### config.mk
export PLATFORM = sky130hd
export DESIGN_NAME = indexed_list_engine
export DESIGN_NICKNAME = d
export VERILOG_FILES = /design/src/ile_pkg.sv /design/src/ile_plan.sv /design/src/indexed_list_engine.sv
export SDC_FILE = /design/constraint.sdc
export NUM_CORES = 1
export LEC_CHECK = 0
export ABC_AREA = 1
export BUFFER_PORTS_ARGS = -buffer_cell sky130_fd_sc_hd__buf_2
export CAP_MARGIN = 20
export CORE_MARGIN = 10
export CORE_UTILIZATION = 26
export DETAILED_ROUTE_END_ITERATION = 7
export SLEW_MARGIN = 15
export SYNTH_ARGS = -nofsm -noshare
export SYNTH_HDL_FRONTEND = slang
export SYNTH_HIERARCHICAL = 1
export SYNTH_SLANG_ARGS = --single-unit
export TNS_END_PERCENT = 1
### constraint.sdc
create_clock -name clk -period 5 [get_ports clk]
set_input_delay 0.75 -clock clk [delete_from_list [all_inputs] [get_ports clk]]
set_output_delay 0.75 -clock clk [all_outputs]
set_load 0.005 [all_outputs]
### src/ile_pkg.sv
// Shared types and codes for the indexed list engine.
// Holds the request codes, status codes and the plan record passed from the
// request checker to the sequencer. No dependencies.
`default_nettype none

package ile_pkg;

    // Request codes carried on the op port.
    localparam logic [2:0] OP_PUSH_FRONT = 3'd0;
    localparam logic [2:0] OP_APPEND     = 3'd1;
    localparam logic [2:0] OP_INSERT     = 3'd2;
    localparam logic [2:0] OP_DELETE     = 3'd3;
    localparam logic [2:0] OP_READ       = 3'd4;
    localparam logic [2:0] OP_CLEAR      = 3'd5;

    // Status codes returned with every result.
    localparam logic [1:0] ST_DONE  = 2'd0;
    localparam logic [1:0] ST_FULL  = 2'd1;
    localparam logic [1:0] ST_RANGE = 2'd2;

    // Width of the entry_count port.
    localparam int COUNT_PORT_W = 5;

    // What the sequencer has to do for one request.
    typedef enum logic [2:0] {
        K_NONE   = 3'd0,
        K_INSERT = 3'd1,
        K_DELETE = 3'd2,
        K_READ   = 3'd3,
        K_CLEAR  = 3'd4
    } kind_t;

    // Plan record from the request checker.
    typedef struct packed {
        kind_t      kind;
        logic [1:0] status;
    } plan_t;

endpackage

`default_nettype wire

### src/ile_plan.sv
// Request checker for the indexed list engine.
// Decodes op, checks capacity and index range, and picks the target index.
// Depends on ile_pkg.
`default_nettype none

module ile_plan #(
    parameter int CAPACITY = 16
) (
    input  wire logic [2:0]                      op,
    input  wire logic [3:0]                      position,
    input  wire logic [$clog2(CAPACITY+1)-1:0]   count,
    output ile_pkg::plan_t                       plan,
    output logic [$clog2(CAPACITY+1)-1:0]        target
);

    localparam int CW   = $clog2(CAPACITY + 1);
    localparam int CMPW = (CW > 4) ? CW : 4;

    logic [CMPW-1:0] pos_ext;
    logic [CMPW-1:0] cnt_ext;
    logic            full;
    logic            pos_in_list;
    logic            pos_at_most_cnt;

    // Compare position and count at a common width.
    assign pos_ext         = CMPW'(position);
    assign cnt_ext         = CMPW'(count);
    assign full            = (cnt_ext >= CMPW'(CAPACITY));
    assign pos_in_list     = (pos_ext < cnt_ext);
    assign pos_at_most_cnt = (pos_ext <= cnt_ext);

    // Decode the request into a plan; failed requests do nothing.
    always_comb
    begin
        plan.kind   = ile_pkg::K_NONE;
        plan.status = ile_pkg::ST_DONE;
        target      = '0;
        case (op)
            ile_pkg::OP_PUSH_FRONT:
            begin
                if (full)
                    plan.status = ile_pkg::ST_FULL;
                else
                    plan.kind = ile_pkg::K_INSERT;
            end
            ile_pkg::OP_APPEND:
            begin
                target = count;
                if (full)
                    plan.status = ile_pkg::ST_FULL;
                else
                    plan.kind = ile_pkg::K_INSERT;
            end
            ile_pkg::OP_INSERT:
            begin
                target = CW'(pos_ext);
                if (full)
                    plan.status = ile_pkg::ST_FULL;
                else if (!pos_at_most_cnt)
                    plan.status = ile_pkg::ST_RANGE;
                else
                    plan.kind = ile_pkg::K_INSERT;
            end
            ile_pkg::OP_DELETE:
            begin
                target = CW'(pos_ext);
                if (pos_in_list)
                    plan.kind = ile_pkg::K_DELETE;
                else
                    plan.status = ile_pkg::ST_RANGE;
            end
            ile_pkg::OP_READ:
            begin
                target = CW'(pos_ext);
                if (pos_in_list)
                    plan.kind = ile_pkg::K_READ;
                else
                    plan.status = ile_pkg::ST_RANGE;
            end
            ile_pkg::OP_CLEAR:
            begin
                if (count == '0)
                    plan.status = ile_pkg::ST_RANGE;
                else
                    plan.kind = ile_pkg::K_CLEAR;
            end
            default:
            begin
                plan.kind   = ile_pkg::K_NONE;
                plan.status = ile_pkg::ST_DONE;
            end
        endcase
    end

endmodule

`default_nettype wire

### src/indexed_list_engine.sv
// Top level of the indexed list engine: sequencer, entry memory and count.
// Depends on ile_pkg and ile_plan.
`default_nettype none

// Usage
// A request is a transfer on start/busy: it is taken at a rising edge with
// start high and busy low. busy stays high until the result has been shown.
// Each request gives one result: result_value, entry_count and status are
// valid for exactly one cycle while done is high; the receiver cannot stall.
// The entries live in a memory with one read and one write port, and insert
// and delete move them one at a time, so latency depends on how far they move.
// Insert (push, append, insert) moves each entry from the tail down to the
// target index up one place through the step, read and write states, then
// writes the value in a last step; delete reads each entry from the index to
// the tail, keeps the first as the result and writes the others one place
// down; read passes through read and write. Clear, failed requests and unused codes go straight to the done state.
// A new request may be taken in the cycle after done.
// Reset empties the list (count zero) and returns the sequencer to idle; the
// memory contents are not cleared, since only written entries are ever read.

module indexed_list_engine #(
    parameter int CAPACITY = 16
) (
    input  wire logic               clk,
    input  wire logic               rst_n,
    input  wire logic               start,
    output logic                    busy,
    input  wire logic [2:0]         op,
    input  wire logic [3:0]         position,
    input  wire logic signed [31:0] item_value,
    output logic                    done,
    output logic signed [31:0]      result_value,
    output logic [4:0]              entry_count,
    output logic [1:0]              status
);

    localparam int CW = $clog2(CAPACITY + 1);
    localparam int AW = $clog2(CAPACITY);

    // Sequencer states.
    typedef enum logic [4:0] {
        S_IDLE  = 5'b00001,
        S_STEP  = 5'b00010,
        S_READ  = 5'b00100,
        S_WRITE = 5'b01000,
        S_DONE  = 5'b10000
    } state_t;

    state_t          state_reg, state_next;
    ile_pkg::kind_t  kind_reg, kind_next;
    logic [1:0]      status_reg, status_next;
    logic [CW-1:0]   count_reg, count_next;
    logic [CW-1:0]   idx_reg, idx_next;
    logic [CW-1:0]   target_reg, target_next;
    logic            first_reg, first_next;
    logic [31:0]     value_reg, value_next;
    logic [31:0]     result_reg, result_next;
    logic [31:0]     rdata_reg;

    ile_pkg::plan_t  plan;
    logic [CW-1:0]   plan_target;

    logic [31:0]     mem [CAPACITY];
    logic [AW-1:0]   rd_addr;
    logic            wr_en;
    logic [AW-1:0]   wr_addr;
    logic [31:0]     wr_data;
    logic [CW-1:0]   idx_inc;
    logic [CW-1:0]   idx_dec;

    // Request checker.
    ile_plan #(
        .CAPACITY (CAPACITY)
    ) u_plan (
        .op       (op),
        .position (position),
        .count    (count_reg),
        .plan     (plan),
        .target   (plan_target)
    );

    assign idx_inc = idx_reg + CW'(1);
    assign idx_dec = idx_reg - CW'(1);

    // Insert reads the entry below the hole; delete and read read at idx.
    assign rd_addr = (kind_reg == ile_pkg::K_INSERT) ? idx_dec[AW-1:0] : idx_reg[AW-1:0];

    // Sequencer next-state and memory write control.
    always_comb
    begin
        state_next  = state_reg;
        kind_next   = kind_reg;
        status_next = status_reg;
        count_next  = count_reg;
        idx_next    = idx_reg;
        target_next = target_reg;
        first_next  = first_reg;
        value_next  = value_reg;
        result_next = result_reg;
        wr_en       = 1'b0;
        wr_addr     = idx_reg[AW-1:0];
        wr_data     = rdata_reg;
        case (state_reg)
            S_IDLE:
            begin
                if (start)
                begin
                    kind_next   = plan.kind;
                    status_next = plan.status;
                    target_next = plan_target;
                    value_next  = item_value;
                    result_next = '0;
                    first_next  = 1'b1;
                    case (plan.kind)
                        ile_pkg::K_INSERT:
                        begin
                            idx_next   = count_reg;
                            state_next = S_STEP;
                        end
                        ile_pkg::K_DELETE, ile_pkg::K_READ:
                        begin
                            idx_next   = plan_target;
                            state_next = S_READ;
                        end
                        ile_pkg::K_CLEAR:
                        begin
                            count_next = '0;
                            state_next = S_DONE;
                        end
                        default:
                        begin
                            state_next = S_DONE;
                        end
                    endcase
                end
            end
            S_STEP:
            begin
                // Open the hole one entry at a time, then drop the value in.
                if (idx_reg > target_reg)
                begin
                    state_next = S_READ;
                end
                else
                begin
                    wr_en      = 1'b1;
                    wr_addr    = idx_reg[AW-1:0];
                    wr_data    = value_reg;
                    count_next = count_reg + CW'(1);
                    state_next = S_DONE;
                end
            end
            S_READ:
            begin
                state_next = S_WRITE;
            end
            S_WRITE:
            begin
                case (kind_reg)
                    ile_pkg::K_INSERT:
                    begin
                        wr_en      = 1'b1;
                        wr_addr    = idx_reg[AW-1:0];
                        idx_next   = idx_dec;
                        state_next = S_STEP;
                    end
                    ile_pkg::K_DELETE:
                    begin
                        // First pass captures the removed value, later ones close the gap.
                        if (first_reg)
                        begin
                            result_next = rdata_reg;
                            first_next  = 1'b0;
                        end
                        else
                        begin
                            wr_en   = 1'b1;
                            wr_addr = idx_dec[AW-1:0];
                        end
                        idx_next = idx_inc;
                        if (idx_inc < count_reg)
                        begin
                            state_next = S_READ;
                        end
                        else
                        begin
                            count_next = count_reg - CW'(1);
                            state_next = S_DONE;
                        end
                    end
                    default:
                    begin
                        result_next = rdata_reg;
                        state_next  = S_DONE;
                    end
                endcase
            end
            S_DONE:
            begin
                state_next = S_IDLE;
            end
            default:
            begin
                state_next = S_IDLE;
            end
        endcase
    end

    // Control registers.
    always_ff @(posedge clk or negedge rst_n)
    begin
        if (!rst_n)
        begin
            state_reg <= S_IDLE;
            kind_reg  <= ile_pkg::K_NONE;
            count_reg <= '0;
            first_reg <= 1'b0;
        end
        else
        begin
            state_reg <= state_next;
            kind_reg  <= kind_next;
            count_reg <= count_next;
            first_reg <= first_next;
        end
    end

    // Payload registers.
    always_ff @(posedge clk)
    begin
        status_reg <= status_next;
        idx_reg    <= idx_next;
        target_reg <= target_next;
        value_reg  <= value_next;
        result_reg <= result_next;
    end

    // Entry memory: one read and one write per cycle, read data registered.
    always_ff @(posedge clk)
    begin
        if (state_reg == S_READ)
            rdata_reg <= mem[rd_addr];
    end

    always_ff @(posedge clk)
    begin
        if (wr_en)
            mem[wr_addr] <= wr_data;
    end

    // Result ports.
    assign busy         = (state_reg != S_IDLE);
    assign done         = (state_reg == S_DONE);
    assign result_value = result_reg;
    assign entry_count  = ile_pkg::COUNT_PORT_W'(count_reg);
    assign status       = status_reg;

`ifndef SYNTHESIS
    // A taken request always makes the engine busy.
    assert property (@(posedge clk) disable iff (!rst_n) (start && !busy) |=> busy)
        else $error("request taken but engine not busy");

    // The engine is free again right after a result.
    assert property (@(posedge clk) disable iff (!rst_n) done |=> !busy)
        else $error("engine still busy after result");

    // The list never grows past its capacity.
    assert property (@(posedge clk) disable iff (!rst_n) count_reg <= CW'(CAPACITY))
        else $error("entry count above capacity");

    // A failed request returns no value and leaves the count alone.
    assert property (@(posedge clk) disable iff (!rst_n)
        (done && status != ile_pkg::ST_DONE) |-> (result_value == '0 && $stable(count_reg)))
        else $error("failed request changed state or returned a value");
`endif

endmodule

`default_nettype wire

Yosys cells after proc, flatten, opt, wreduce, memory -nomap -nowiden. Memory sizes are Yosys's and may differ from the RTL's. A register that Yosys moved wholly into a read port is not among the register bits. Cells that the tools add are included.

Register bits after elaboration: 90. Bits in writable memories: 512. Bits of input ports: 42. Output and inout port bits: 41. Memories kept: 1.

Memories: mem (depth 16, width 32, rd ports 1, clocked after memory_dff 1, wr ports 1, line indexed_list_engine.sv:63) `logic [31:0] mem [CAPACITY];`.

$add $sub $neg: 4. Order comparisons: 5. Equal/unequal tests: 26. Multiplexer cells: 48. Reductions and logical operators: 12.

Operator list (number): 32-bit two-way mux (4); 32-bit one-hot mux with 2 select lines (2); 5-bit one-hot mux with 2 select lines (6); 5-bit two-way mux (9); 5-bit one-hot mux with 5 select lines (1); 5-bit one-hot mux with 4 select lines (1); 4-bit two-way mux (4); 3-bit by 2-bit equality test with 1-bit output (second input constant) (5); 5-bit one-hot mux with 3 select lines (1); 2-bit two-way mux (6); 5-bit by 1-bit adder with 5-bit output (second input constant) (2); 1-bit two-way mux (10); 2-bit inequality test (second input constant) (5); 5-bit by 1-bit subtractor with 5-bit output (second input constant) (2); 3-bit by 1-bit equality test with 1-bit output (second input constant) (3); 3-bit equality test (second input constant) (3); 4-bit AND reduction (2); 3-bit inequality test (second input constant) (2); 1-bit one-hot mux with 2 select lines (3); 6-bit AND reduction (1); 5-bit by 1-bit equality test with 1-bit output (second input constant) (1); 5-bit by 2-bit equality test with 1-bit output (second input constant) (1); 5-bit by 3-bit equality test with 1-bit output (second input constant) (1); 5-bit by 4-bit equality test with 1-bit output (second input constant) (1); other kinds (18) (19).

Longest topological paths before layout. Gate-level depths: netlist of run 1.

Depth after elaboration: 9. Gate-level depth with buffers: 16. Mapped depth without buffers: 16.

Cells and area by module. The synthesis of run 1 kept the hierarchy.

By module, submodules not included: indexed_list_engine (instances 1, cells each 2549, area each 27645.3 sq um, sequential area each 18969.4 sq um); ile_plan (instances 1, cells each 61, area each 309.0 sq um, sequential area each 0.0 sq um).

Worst setup path before layout of run 1. No wires, ideal clock.

Kind: register -> register. Start: reg state_reg[0]. End: reg rdata_reg[0] (read register of mem) (enable). Arrival time: 3.749 ns. Path slack: 0.746 ns. Stages on the path, launching flop included: 4. Path buffers: 0. Clock period less this slack: 4.254 ns. Path through: dfstp_2 > nor2_1 > inv_1 > nor4_1.

Word-level cells in the longest chain between the ends: 1.

Ends and longest elaborated chain: start: declaration (line indexed_list_engine.sv:49) `state_t state_reg, state_next;`; start signal: assignment (line indexed_list_engine.sv:221) `state_reg <= state_next;`; 5-bit by 3-bit equality test with 1-bit output (line indexed_list_engine.sv:241) `if (state_reg == S_READ)`; end: declaration (line indexed_list_engine.sv:58) `logic [31:0] rdata_reg;`.

Every way passes these cells. A chain may end at the register's enable or synchronous reset.

Final worst setup path of run 1.
Start: reg state_reg[0]. End: mem mem[11][17] (enable).

Word-level cells in the longest chain between the ends: 4.

Ends and longest elaborated chain: 5-bit by 4-bit equality test with 1-bit output / 5-bit by 2-bit equality test with 1-bit output (equally long branches) (line indexed_list_engine.sv:103) `case (state_reg)`; 1-bit one-hot mux with 2 select lines (line indexed_list_engine.sv:103); 1-bit two-way mux (line indexed_list_engine.sv:247) `if (wr_en)`; 1-bit two-way mux (not written as such) (line indexed_list_engine.sv:248) `mem[wr_addr] <= wr_data;`; end: declaration (line indexed_list_engine.sv:63).

Several ways; a longest one is shown, not always the timed one.

==> flow_summary.toml, run 1 <==
[sta]
setup_viol_count_final = 0
timing.setup.tns_ns = 0
period_minus_slack_ns = 3.40
clock_skew_ns = 0.0330
timing.fmax_mhz = 294
max_slew_margin_pct = 26.2
finalHoldViolCount = 0
drv_slew = 0
rsz0062_at_grt = "false"
tightest_slew_ns = 1.10
min_period_over_period_pct = 68.0

[floorplan]
die_height_um = 348
coreArea_mm2 = 0.107
num_rows = 120
start_util_pct = 26.1
ios = 83
chipWidth_um = 348
die_area_mm2 = 0.121

[critical_path]
cp-end-kind = "flip-flop"
crit_path_start = "state_reg[0]$_DFFE_PN1N_"
crit_fanout = 21
timing.critical_path.required_ns = 5.29
crit_arrival_ns = 3.70
rr_worst_depth = 10
r2r-start = "state_reg[0]$_DFFE_PN1N_"
startpoint_type = "flip-flop"
crit_type = "flip-flop to flip-flop"

[yosys]
syn-cell-area_mm2 = 0.0280
ys_seq_area_share_pct = 67.9
syn_inst = 2610
ys_ff_latch = 634
yosysTopAreaCellShare_pct = 66.6
synthTopCellsByCount = "edfxtp_1, nand2_1, inv_1, nand3_1, buf_2"
postSynth.asyncResetShare_pct = 2.21
synth-main-ff-cell = "edfxtp_1"
postSynthAreaPerCell_um2 = 10.7
synth_area_leaders = "edfxtp_1, nand3_1, nand2_1, inv_1, nand3b_1"
synth-edff-count = 620
synth_most_common_cell = "edfxtp_1"
synthesis.nets = 2671
yosysTopAreaCell = "edfxtp_1"
yosysWarnings = 6
ys_types = 37

[clock_tree]
cts_tree = "built"
cts-hold-fix-buffers = 0
cts_sinks = 634
clk-insertion-delay-late_ns = 0.62
cts_inserted_buffers = 69
cts-root-buf = "clkbuf_16"
ctsLongestPathBuffers = 3
clk_pin_slew_ns = 0.06
ctsResizeCount = 0
cts_max_level = 3
post_cts_buffers = 0

[global_routing]
grt_pass1_wl_mm = 108
overflow = 0
antenna_found_initial = 0
track_usage_pct = 11.5
grt_pass1_vias = 17700
grt_max_degree = 130

[status]
outcome = "finished clean"

[route]
drt_iter0_drc = 1324
drt_first_pass_iters = 5
drc_errors = 0
ant_nets = 0
via_count = 18300
drt-wirelength-per-cell_um = 17.3
vias_per_cell = 4.40
wl_mm = 72.1

[layout]
multiInputGateArea_mm2 = 0.00663
diodes = 0
nFillCells = 10800
largest_reg_flops = 512
drive_gt1_share_pct = 10.4
area_growth_pct = 17.4
layout.area.seq_mm2 = 0.0190
fin_cells = 4160
nNetsFinal = 2765
top_register = "mem"
utilization_pct = 30.7

[run]
drv_cap = 0

[placement]
dp.cells = 4034
place.port_buffers = 82
dp_hpwl_mm = 41.6
place.gp.congestion = 0.812

[hold_path]
min_path_type = "primary input to async pin"

[pwr]
leakagePower_nw = 13.2
irDropWorstVdd_v = 0.000415
power_density_mw_per_mm2 = 545
total_power_mw = 17.9
metal layers:
metal	GRT usage, %	vias to the layer above	wire [um]
met4	3.66	0	2060
met2	19.2	534	34100
met3	2.17	121	4110
li1	-	8839	-
met1	14.9	8823	31800
met5	0	-	0
placed cells by master (no fill, tap or decap), drive strengths merged, types with 9 or more instances in the layout:
cell | synthesis | final
clkinv | 0 | 22
a21oi | 9 | 9
nand3b | 96 | 96
clkbuf | 21 | 92
o21ai | 60 | 60
nand2 | 532 | 532
ha | 18 | 18
nand3 | 503 | 503
edfxtp | 620 | 620
buf | 109 | 153
nor2 | 73 | 73
inv | 515 | 517
dfrtp | 13 | 13
logic make-up (layout without fill, tap and decap cells):
family | after synthesis | count (layout) | synth area share [%]
buf+inv | 645 | 792 | 9.17
compound gates | 80 | 80 | 1.56
xor+xnor | 9 | 9 | 0.282
simple gates | 1223 | 1223 | 20.2
fa+ha+maj | 19 | 19 | 0.877
flops | 634 | 634 | 67.9
where the power goes:
group / total, mW / internal (mW) / switching (mW) / leakage (nW)
clock: 5.14 / 3.07 / 2.07 / 1.10
combinational: 6.23 / 1.80 / 4.43 / 6.30
sequential: 6.50 / 6.37 / 0.134 / 5.81
final cells by class:
type                            count  area share (%)
Sequential cell                   634            57.8
Multi-Input combinational cell   1331            20.2
Inverter                          515            5.89
Clock buffer                       92            5.85
Tap cell                         1403            5.35
Timing Repair Buffer              153            3.84
Clock inverter                     32            1.08
metrics by stage:
| stage | hold slack (ns) | area [um2] | setup slack [ns] |
|---|---|---|---|
| finish | 0.0500 | 32800 | 1.60 |
| global route | 0.0598 | 32800 | 1.34 |
| CTS | 0.0266 | 32800 | 1.58 |
| detailed placement | 0.487 | 30500 | 1.60 |
| global placement | 0.480 | 30300 | 1.57 |
| floorplan | 0.435 | 28000 | 0.746 |
path summary, 6_finish.rpt:
kind	endpoint	slack [ns]
setup / recovery	mem[11][17]$_DFFE_PP_	1.60
hold / removal	first_reg$_DFFE_PN0P_	0.05
setup reg to reg	mem[11][17]$_DFFE_PP_	1.60
hold reg to reg	state_reg[3]$_DFFE_PN0N_	0.49
max in group asynchronous	state_reg[0]$_DFFE_PN1N_	4.64
min in group clk	value_reg[12]$_DFFE_PP_	0.31
worst max-delay path: stages, from the launching register on:
cell and delay (ns):
dfstp_2 0.38, nor2_1 0.22, nand4_4 0.38, nor2_4 0.30, nand2_1 0.15, nand2_1 0.08, nand2_1 0.10, nor2_1 0.10
nand2_1 0.24, nor2_4 0.73, buf_4 0.37
(Power assumes the default switching activity.)
==> inputs of run 2 (changes only) <==
Clock period 5 ns to 3.5 ns, I/O delays scaled along.
==> run 2 against run 1 <==
  * Cell area is essentially flat
  * Highest routed layer is now met5
  * Worst hold slack gained 0.050 ns
  * Clock skew shrank 0.0049 ns
  * Global-route usage grew 0.19 points
  * Via count grew 0.74%
  * Die area is the same
  * Final cell count grew 0.31%
  * Critical path type unchanged
  * Flip-flop and latch count is the same
==> flow_summary.toml, run 2 (synthesis gave the netlist of run 1 again) <==
[layout]
top_register = "mem"
final_common_cell = "edfxtp_1"
multiInputGateArea_mm2 = 0.00663
fin_area_mm2 = 0.0328
nNetsFinal = 2784
mostFrequentLayoutCells = "edfxtp_1, nand2_1, inv_1"
drive_gt1_share_pct = 11.0
diodes = 0
layout.area.seq_mm2 = 0.0190
largest_reg_flops = 512
nFillCells = 10800
area_growth_pct = 17.4

[floorplan]
die_area_mm2 = 0.121
coreArea_mm2 = 0.107
die_height_um = 348
chipWidth_um = 348
start_util_pct = 26.1
ios = 83
num_rows = 120

[critical_path]
timing.critical_path.required_ns = 3.78
cp_common_cell = "nand2_1"
cp_cell_sequence = "ha_1 > nand2_1 > inv_1 > o21ai_0 > nand3_1 > nand2_1 > nand2_1 > nand2_1 > nand3_1 > nor2_4 > buf_12"
startpoint_type = "flip-flop"
ff2ff_setup_slack_ns = 0.56
crit_type = "flip-flop to flip-flop"
path_delay_family = "simple AND/OR/NAND/NOR gates"
critPathMaxStageDelay_ns = 0.51
cp-end-kind = "flip-flop"
worst-path-buf-inv = 2
crit_arrival_ns = 3.23
crit_fanout = 25
crit_path_top_delay_cell = "edfxtp_1"

[global_routing]
antenna_found_initial = 6
track_usage_pct = 11.7
overflow = 0
grt_max_degree = 129
grt_pass1_vias = 18100
grt_pass1_wl_mm = 110

[placement]
dp_hpwl_mm = 42.0
place.gp.congestion = 0.807
postPlaceCellArea_mm2 = 0.0307
place.port_buffers = 82

[pwr]
leakagePower_nw = 13.2
p_switching_mw = 9.60
power_density_mw_per_mm2 = 779
irDropWorstVdd_v = 0.000824
power_frac_seq_pct = 36.3
total_power_mw = 25.6
swShare_pct = 37.5
p_clk_share_pct = 27.5
p_int_mw = 16.0
pwr-share-comb_pct = 36.2

[sta]
period_minus_slack_ns = 2.94
min_period_over_period_pct = 84.1
timing.setup.tns_ns = 0
timing.fmax_mhz = 340
rsz0062_at_grt = "false"
clock_skew_ns = 0.0281
tightest_slew_ns = 1.06
setup_viol_count_final = 0
max_slew_margin_pct = 28.7
finalHoldViolCount = 0
drv_slew = 0

[route]
drt_iter0_drc = 1450
vias_per_cell = 4.42
via_count = 18500
drc_errors = 0
ant_nets = 0
drt_first_pass_iters = 5
drt-wirelength-per-cell_um = 17.4
wl_mm = 72.5

[clock_tree]
cts_max_level = 3
cts_inserted_buffers = 67
clk_pin_slew_ns = 0.06
cts-root-buf = "clkbuf_16"
cts_tree = "built"
cts_sinks = 634
ctsLongestPathBuffers = 3
ctsResizeCount = 0
clk-insertion-delay-late_ns = 0.60

[hold_path]
min_path_type = "primary input to flip-flop"

[run]
drv_cap = 0

[status]
outcome = "finished clean"
-- run 2: final timing paths --
check	startpoint	end	cells after the start
min in group asynchronous	rst_n	state_reg[3]$_DFFE_PN0N_	2
worst max register to register	idx_reg[2]$_DFFE_PP_	mem[13][31]$_DFFE_PP_	11
max in group asynchronous	rst_n	state_reg[0]$_DFFE_PN1N_	2
worst min register to register	state_reg[4]$_DFFE_PN0N_	state_reg[3]$_DFFE_PN0N_	1
worst min-delay path	item_value[4]	value_reg[4]$_DFFE_PP_	1
worst max-delay path	idx_reg[2]$_DFFE_PP_	mem[13][31]$_DFFE_PP_	11
-- run 2: power by group through the flow --
| stage | Combinational (mW) | Clock (mW) | Sequential, mW |
|---|---|---|---|
| global route | 10.2 | 7.47 | 9.34 |
| floorplan | 5.83 | 0 | 9.41 |
| CTS | 9.33 | 7.15 | 9.32 |
| detailed placement | 9.28 | 0 | 9.47 |
| global placement | 9.22 | 0 | 9.48 |
| finish | 9.25 | 7.02 | 9.29 |
-- run 2: timing repair --
action                                 in CTS  in global routing
hold buffers                                1                  0
buffers inserted                            0                  0
endpoints found under the hold margin      13                  0
setup endpoints to repair                   0                  0
-- run 2: layout make-up --
type | count | share of cell area, %
Sequential cell | 634 | 57.8
Tap cell | 1403 | 5.35
Clock inverter | 34 | 1.04
Multi-Input combinational cell | 1331 | 20.2
Clock buffer | 82 | 5.48
Timing Repair Buffer | 174 | 4.20
Inverter | 515 | 5.89
-- run 2: metrics by stage --
stage	util [%]	hold slack, ns	cells	setup WS, ns
after floorplan	-	0.229	2610	0.287
after global placement	28.7	0.456	4056	0.605
after detailed placement	28.7	0.457	4056	0.612
after CTS	30.7	0.0676	4173	0.571
after global routing	30.7	0.0743	4173	0.408
final	30.7	0.100	4173	0.557
-- run 2: metal layers --
layer	share of wire [%]	GRT usage, %	vias up
li1	-	-	8880
met1	44	15.3	8920
met2	48	19.4	538
met3	6.2	2.42	110
met4	2.2	3.03	4
met5	0.025	0	-
